File: src/fmm_pkg.sv
// ----------------------------------------------------------------------------
// fmm_pkg: shared types and constants for the float matrix multiply block
// Beat structs, function codes, register indexes and state encodings.
// ----------------------------------------------------------------------------
package fmm_pkg;

  localparam int MaxDimDefault = 8;

  // Function codes of an input beat
  localparam logic [1:0] FuncLoadA = 2'd0;
  localparam logic [1:0] FuncLoadB = 2'd1;
  localparam logic [1:0] FuncStart = 2'd2;

  // Configuration register indexes
  localparam logic [1:0] CfgRowsM  = 2'd0;
  localparam logic [1:0] CfgColsN  = 2'd1;
  localparam logic [1:0] CfgInnerK = 2'd2;

  localparam logic [31:0] CanonNan = 32'h7FC0_0000;

  typedef struct packed {
    logic [1:0]  func;
    logic [2:0]  row_index;
    logic [2:0]  col_index;
    logic [31:0] elem_bits;
  } in_beat_t;

  typedef struct packed {
    logic [2:0]  out_row;
    logic [2:0]  out_col;
    logic [31:0] out_bits;
    logic        last;
  } out_beat_t;

  typedef enum logic {
    FPU_MUL,
    FPU_ADD
  } fpu_op_e;

  typedef struct packed {
    logic    start;
    fpu_op_e op;
  } fpu_req_t;

  typedef enum logic [1:0] {
    F_IDLE,
    F_NORM,
    F_DENORM,
    F_ROUND
  } fpu_state_e;

  typedef enum logic [2:0] {
    S_IDLE,
    S_READ,
    S_MUL,
    S_MWAIT,
    S_ADD,
    S_AWAIT,
    S_OUT
  } seq_state_e;

endpackage

File: src/fmm_fpu.sv
// ----------------------------------------------------------------------------
// fmm_fpu: shared binary32 multiply / add unit
// Multi-cycle unit: operate, normalize a few bits per cycle, denormalize,
// round to nearest even. NaN results come out as the canonical quiet NaN.
// ----------------------------------------------------------------------------
module fmm_fpu
  import fmm_pkg::*;
(
  input  logic        clk_i,
  input  logic        rst_ni,
  input  fpu_req_t    req_i,
  input  logic [31:0] a_i,
  input  logic [31:0] b_i,
  output logic        done_o,
  output logic [31:0] result_o
);

  fpu_state_e         state_q, state_d;
  logic               sign_q;
  logic signed [10:0] exp_q;
  logic [47:0]        man_q;
  logic [31:0]        res_q;
  logic               done_q;

  // Operand decode
  logic        sa, sb;
  logic [7:0]  ea, eb;
  logic [23:0] ma, mb;
  logic        za, zb, ia, ib, na, nb;

  always_comb begin
    sa = a_i[31];
    sb = b_i[31];
    ea = (a_i[30:23] == 8'd0) ? 8'd1 : a_i[30:23];
    eb = (b_i[30:23] == 8'd0) ? 8'd1 : b_i[30:23];
    ma = {a_i[30:23] != 8'd0, a_i[22:0]};
    mb = {b_i[30:23] != 8'd0, b_i[22:0]};
    za = a_i[30:0] == 31'd0;
    zb = b_i[30:0] == 31'd0;
    ia = (a_i[30:23] == 8'hFF) && (a_i[22:0] == 23'd0);
    ib = (b_i[30:23] == 8'hFF) && (b_i[22:0] == 23'd0);
    na = (a_i[30:23] == 8'hFF) && (a_i[22:0] != 23'd0);
    nb = (b_i[30:23] == 8'hFF) && (b_i[22:0] != 23'd0);
  end

  // First step: special operands, or the raw product / aligned sum
  logic               spec;
  logic [31:0]        spec_res;
  logic               ld_sign;
  logic signed [10:0] ld_exp;
  logic [47:0]        ld_man;

  logic        swap, sx, sy;
  logic [7:0]  ex, ey, dexp;
  logic [23:0] mx, my;
  logic [26:0] xf, yf, yal;
  logic [27:0] sum;
  logic        smul;

  always_comb begin
    spec     = 1'b0;
    spec_res = 32'd0;
    ld_sign  = 1'b0;
    ld_exp   = 11'sd0;
    ld_man   = 48'd0;
    smul     = sa ^ sb;
    swap     = a_i[30:0] < b_i[30:0];
    sx       = swap ? sb : sa;
    sy       = swap ? sa : sb;
    ex       = swap ? eb : ea;
    ey       = swap ? ea : eb;
    mx       = swap ? mb : ma;
    my       = swap ? ma : mb;
    dexp     = ex - ey;
    xf       = {mx, 3'b000};
    yf       = {my, 3'b000};
    if (dexp >= 8'd27) begin
      yal = 27'd1;
    end else begin
      yal = (yf >> dexp) | 27'(|(yf & ((27'd1 << dexp) - 27'd1)));
    end
    sum = (sx != sy) ? ({1'b0, xf} - {1'b0, yal}) : ({1'b0, xf} + {1'b0, yal});

    if (req_i.op == FPU_MUL) begin
      if (na || nb || (ia && zb) || (za && ib)) begin
        spec     = 1'b1;
        spec_res = CanonNan;
      end else if (ia || ib) begin
        spec     = 1'b1;
        spec_res = {smul, 8'hFF, 23'd0};
      end else if (za || zb) begin
        spec     = 1'b1;
        spec_res = {smul, 31'd0};
      end else begin
        ld_sign = smul;
        ld_man  = ma * mb;
        ld_exp  = $signed({3'b000, ea}) + $signed({3'b000, eb}) - 11'sd126;
      end
    end else begin
      if (na || nb || (ia && ib && (sa != sb))) begin
        spec     = 1'b1;
        spec_res = CanonNan;
      end else if (ia) begin
        spec     = 1'b1;
        spec_res = a_i;
      end else if (ib) begin
        spec     = 1'b1;
        spec_res = b_i;
      end else if (za && zb) begin
        spec     = 1'b1;
        spec_res = {sa & sb, 31'd0};
      end else if (za) begin
        spec     = 1'b1;
        spec_res = b_i;
      end else if (zb) begin
        spec     = 1'b1;
        spec_res = a_i;
      end else if (sum == 28'd0) begin
        spec     = 1'b1;
        spec_res = 32'd0;
      end else begin
        ld_sign = sx;
        ld_man  = {sum, 20'd0};
        ld_exp  = $signed({3'b000, ex}) + 11'sd1;
      end
    end
  end

  // Denormalize shift for results below the normal range
  logic [10:0] dshift;
  logic [47:0] dman;

  always_comb begin
    dshift = 11'(11'sd1 - exp_q);
    if (dshift >= 11'd48) begin
      dman = 48'(|man_q);
    end else begin
      dman = (man_q >> dshift) | 48'(|(man_q & ((48'd1 << dshift) - 48'd1)));
    end
  end

  // Round to nearest even; a carry ripples into the exponent field
  logic        rnd_up;
  logic [31:0] rnd_res;

  always_comb begin
    rnd_up = man_q[23] & ((|man_q[22:0]) | man_q[24]);
    if (exp_q > 11'sd254) begin
      rnd_res = {sign_q, 8'hFF, 23'd0};
    end else begin
      rnd_res = {sign_q, 31'({exp_q[7:0], man_q[46:24]} + 31'(rnd_up))};
    end
  end

  // Next state
  always_comb begin
    state_d = state_q;
    unique case (state_q)
      F_IDLE:   if (req_i.start && !spec) state_d = F_NORM;
      F_NORM:   if (man_q[47]) state_d = F_DENORM;
      F_DENORM: state_d = F_ROUND;
      F_ROUND:  state_d = F_IDLE;
      default:  state_d = F_IDLE;
    endcase
  end

  always_ff @(posedge clk_i or negedge rst_ni) begin
    if (!rst_ni) begin
      state_q <= F_IDLE;
      done_q  <= 1'b0;
    end else begin
      state_q <= state_d;
      done_q  <= ((state_q == F_IDLE) && req_i.start && spec) || (state_q == F_ROUND);
    end
  end

  // Datapath: load, shift left up to four bits a cycle, shift right, round
  always_ff @(posedge clk_i) begin
    unique case (state_q)
      F_IDLE: begin
        if (req_i.start) begin
          sign_q <= ld_sign;
          exp_q  <= ld_exp;
          man_q  <= ld_man;
          res_q  <= spec_res;
        end
      end
      F_NORM: begin
        if (!man_q[47]) begin
          if (man_q[47:44] == 4'd0) begin
            man_q <= man_q << 4;
            exp_q <= exp_q - 11'sd4;
          end else begin
            man_q <= man_q << 1;
            exp_q <= exp_q - 11'sd1;
          end
        end
      end
      F_DENORM: begin
        if (exp_q < 11'sd1) begin
          man_q <= dman;
          exp_q <= 11'sd0;
        end
      end
      F_ROUND: res_q <= rnd_res;
      default: res_q <= res_q;
    endcase
  end

  // Outputs
  always_comb begin
    done_o   = done_q;
    result_o = res_q;
  end

endmodule

File: config.mk
export PLATFORM = sky130hd
export DESIGN_NAME = fmm_fpu
export DESIGN_NICKNAME = d
export VERILOG_FILES = /design/src/fmm_pkg.sv /design/src/fmm_fpu.sv
export SDC_FILE = /design/constraint.sdc
export NUM_CORES = 2
export LEC_CHECK = 0
export BUFFER_PORTS_ARGS = -buffer_cell sky130_fd_sc_hd__buf_2
export CORE_AREA = 8 8 412 213
export DETAILED_ROUTE_END_ITERATION = 6
export DIE_AREA = 0 0 420 221
export PLACE_DENSITY_LB_ADDON = 0.2
export SYNTH_ARGS = -nofsm -noshare
export SYNTH_HDL_FRONTEND = slang
export SYNTH_SLANG_ARGS = --single-unit
File: constraint.sdc
create_clock -name clk_i -period 16.6 [get_ports clk_i]
set_input_delay 2.49 -clock clk_i [delete_from_list [all_inputs] [get_ports clk_i]]
set_output_delay 2.49 -clock clk_i [all_outputs]
set_load 0.05 [all_outputs]
==> results.sh <==
export IMPL_worstSetupPathType="input pin to register"
export IMPL_cp_startpoint="b_i[6]"
export IMPL_hold_path_end="state_q[0]$_DFFE_PN0P_"
export IMPL_syn_nets=5497
export IMPL_grt_max_degree=69
export IMPL_yosysMostFrequentCell="nand2_1"
export IMPL_cp_max_fo=28
export IMPL_core_area_mm2=0.0823
export IMPL_placedCellCount=5589
export IMPL_die_width_um=420
export IMPL_reg2reg_depth=23
export IMPL_syn_inst=4632
export IMPL_synth_common_cells="nand2_1 (706), inv_1 (629), fa_1 (485), ha_1 (312), clkbuf_1 (291)"
export IMPL_finalNetCount=5349
export IMPL_fill_cells=8308
export IMPL_cts_tree="done"
export IMPL_grt_pass1_vias=32400
export IMPL_grt_ovfl_total=0
export IMPL_finalHoldViolations=0
export IMPL_stdcell_count=5607
export IMPL_dr_pass1_iters=7
export IMPL_clock_path_buffers=2
export IMPL_drc=11
export IMPL_cts_hold_buf=0
export IMPL_path_buf_inv=2
export IMPL_finalSetupTns_ps=0
export IMPL_ys_seq_area_frac=0.0777
export IMPL_max_freq_mhz=69.6
export IMPL_rr_endpoint="man_q[0]$_DFFE_PP_"
export IMPL_violations="design-rule violations"
export IMPL_post_place_ws_ps=2470
export IMPL_drtIter0Drc=4880
export IMPL_synth_edf_count=92
export IMPL_synth_area_top_cells="fa_1 (27%), ha_1 (11%), edfxtp_1 (7.6%), nand2_1 (7.3%), inv_1 (6.5%)"
export IMPL_cts_resized=0
export IMPL_status="finished, violations left"
export IMPL_dpl_cell_area_mm2=0.0378
export IMPL_cap_violations=0
export IMPL_wire_per_inst_um=25.8
export IMPL_syn_avg_cell_area_um2=7.88
export IMPL_synth_area_mm2=0.0365
export IMPL_clk_latency_ps=390
export IMPL_cpLargestDelayFamily="compound AO/OA/AOI/OAI gates"
export IMPL_pin_count=101
export IMPL_grt_usage=0.304
export IMPL_cp_slowest_stage_delay_ps=620
export IMPL_start_util=0.443
export IMPL_syn_to_final_growth_pct=4.52
export IMPL_period_minus_slack_ps=14360
export IMPL_htreeDepth=3
export IMPL_crit_path_frequent_cell="a21oi_1"
export IMPL_via_count=34300
export IMPL_end_kind="register"
export IMPL_hp_start="state_q[0]$_DFFE_PN0P_"
export IMPL_cts_root_buf="clkbuf_16"
export IMPL_ys_ff_latch=95
export IMPL_r2r_start="exp_q[2]$_DFFE_PP_"
export IMPL_synth_distinct_cells=109
export IMPL_synth_top_area_share=0.266
export IMPL_min_path_cells=2
export IMPL_grt_first_pass_wirelength_um=217000
export IMPL_drive_gt1_frac=0.0751
export IMPL_num_rows=75
export IMPL_cts_buffers=9
export IMPL_multi_input_area_mm2=0.0300
export IMPL_grt_setup_unrepaired="no"
export IMPL_setup_ws_ps=2240
export IMPL_seq_area_mm2=0.00284
export IMPL_gp_congestion=1.08
export IMPL_clk_pin_slew_ps=80
export IMPL_slowest_stage="a21oi_4"
export IMPL_routed_wl_um=145000
export IMPL_synthArstFlopShare=0.0316
export IMPL_final_setup_viol_count=0
export IMPL_clock_skew_ps=15.5
export IMPL_die_area_mm2=0.0928
export IMPL_ys_warn_count=0
export IMPL_post_route_period_util=0.865
export IMPL_cp_arrival_ps=14510
export IMPL_post_synth_top_area_cell="fa_1"
export IMPL_hold_path_class="register to register"
export IMPL_ys_flop_type="edfxtp_1"
export IMPL_fp_dieH_um=221
export IMPL_cts_sinks=95
export IMPL_final_area_mm2=0.0382
export IMPL_antenna_found_initial=3
export IMPL_tightest_slew_ps=1350
export IMPL_dp_hpwl_um=115000
export IMPL_rrSetupSlack_ps=10030
export IMPL_critPathLaunchType="input pin"
export IMPL_postCtsSetupRepairBufs=0
export IMPL_required_ps=16750
export IMPL_finalMaxSlewViolations=0
export IMPL_vias_per_cell=6.11
export IMPL_portBuffers=100
export IMPL_ant_nets=0
export IMPL_max_slew_margin_rel=0.0906
worst min-delay path, cell delays in order, from the launching register on:
cell	delay, ps
dfrtp_1	400
mux2i_1	80
o31ai_1	60
cell families after synthesis:
| logic type | share of synthesized area |
|---|---|
| muxes | 0.0534 |
| AOI/OAI and AO/OA | 0.164 |
| adders and majority gates | 0.373 |
| buffers and inverters | 0.103 |
| xor gates and xnor gates | 0.0324 |
| and+or+nand+nor | 0.196 |
| DFF | 0.0777 |
sequential cells by signal, indices dropped and copies added, names as in the netlist:
| signal | count |
|---|---|
| man_q | 48 |
| result_o | 32 |
| exp_q | 11 |
| state_q | 2 |
| done_o | 1 |
| sign_q | 1 |
layout by cell type (no fill, tap or decap), types with 39 or more instances in the layout:
cell	synthesis	routed
a211oi_1	41	41
a21o_1	42	41
a21oi_1	268	267
a22oi_1	41	41
and2_1	184	184
buf_2	4	100
buf_4	2	91
edfxtp_1	92	92
fa_1	485	485
ha_1	312	311
inv_1	629	629
mux2i_1	104	104
nand2_1	706	706
nand3_1	79	79
nand4_1	39	39
nor2_1	238	235
nor3_1	81	81
o21ai_0	198	196
o22ai_1	68	68
xnor2_1	85	80
xor2_1	50	46
area by class of cell:
class	count	area share
timing repair buffer	191	0.0310
clock buffer	9	0.00590
clock inverter	7	0.00203
inverter	633	0.0623
antenna	2	0.000131
tap	1116	0.0366
multi-input combinational	3554	0.788
sequential	95	0.0744
worst max path at each step:
stage                                    end  slack (ps)  cells past startpoint
after floorplan           exp_q[3]$_DFFE_PP_        4730                     45
after global placement    exp_q[4]$_DFFE_PP_        2570                     40
after detailed placement  exp_q[3]$_DFFE_PP_        2470                     40
after CTS                 exp_q[3]$_DFFE_PP_        2850                     40
after global routing      exp_q[3]$_DFFE_PP_        1890                     40
final                     exp_q[3]$_DFFE_PP_        2240                     40
metal layers:
layer  vias to the layer above  track usage  part of all wire
li1                      15100            -                 -
met1                     16800        0.488              0.47
met2                      2225        0.364              0.35
met3                       160        0.129              0.16
met4                         2       0.0512             0.020
met5                         -            0          0.000090
through the flow:
stage / util / hold slack (ps)
after floorplan: - / 513
after detailed placement: 0.460 / 551
after CTS: 0.464 / 572
final: 0.464 / 576
after global routing: 0.464 / 638
after global placement: 0.460 / 560
Power is left out: the tool's default activity adds up to more than one toggle a clock period on the data nets, which glitch-free logic cannot reach.
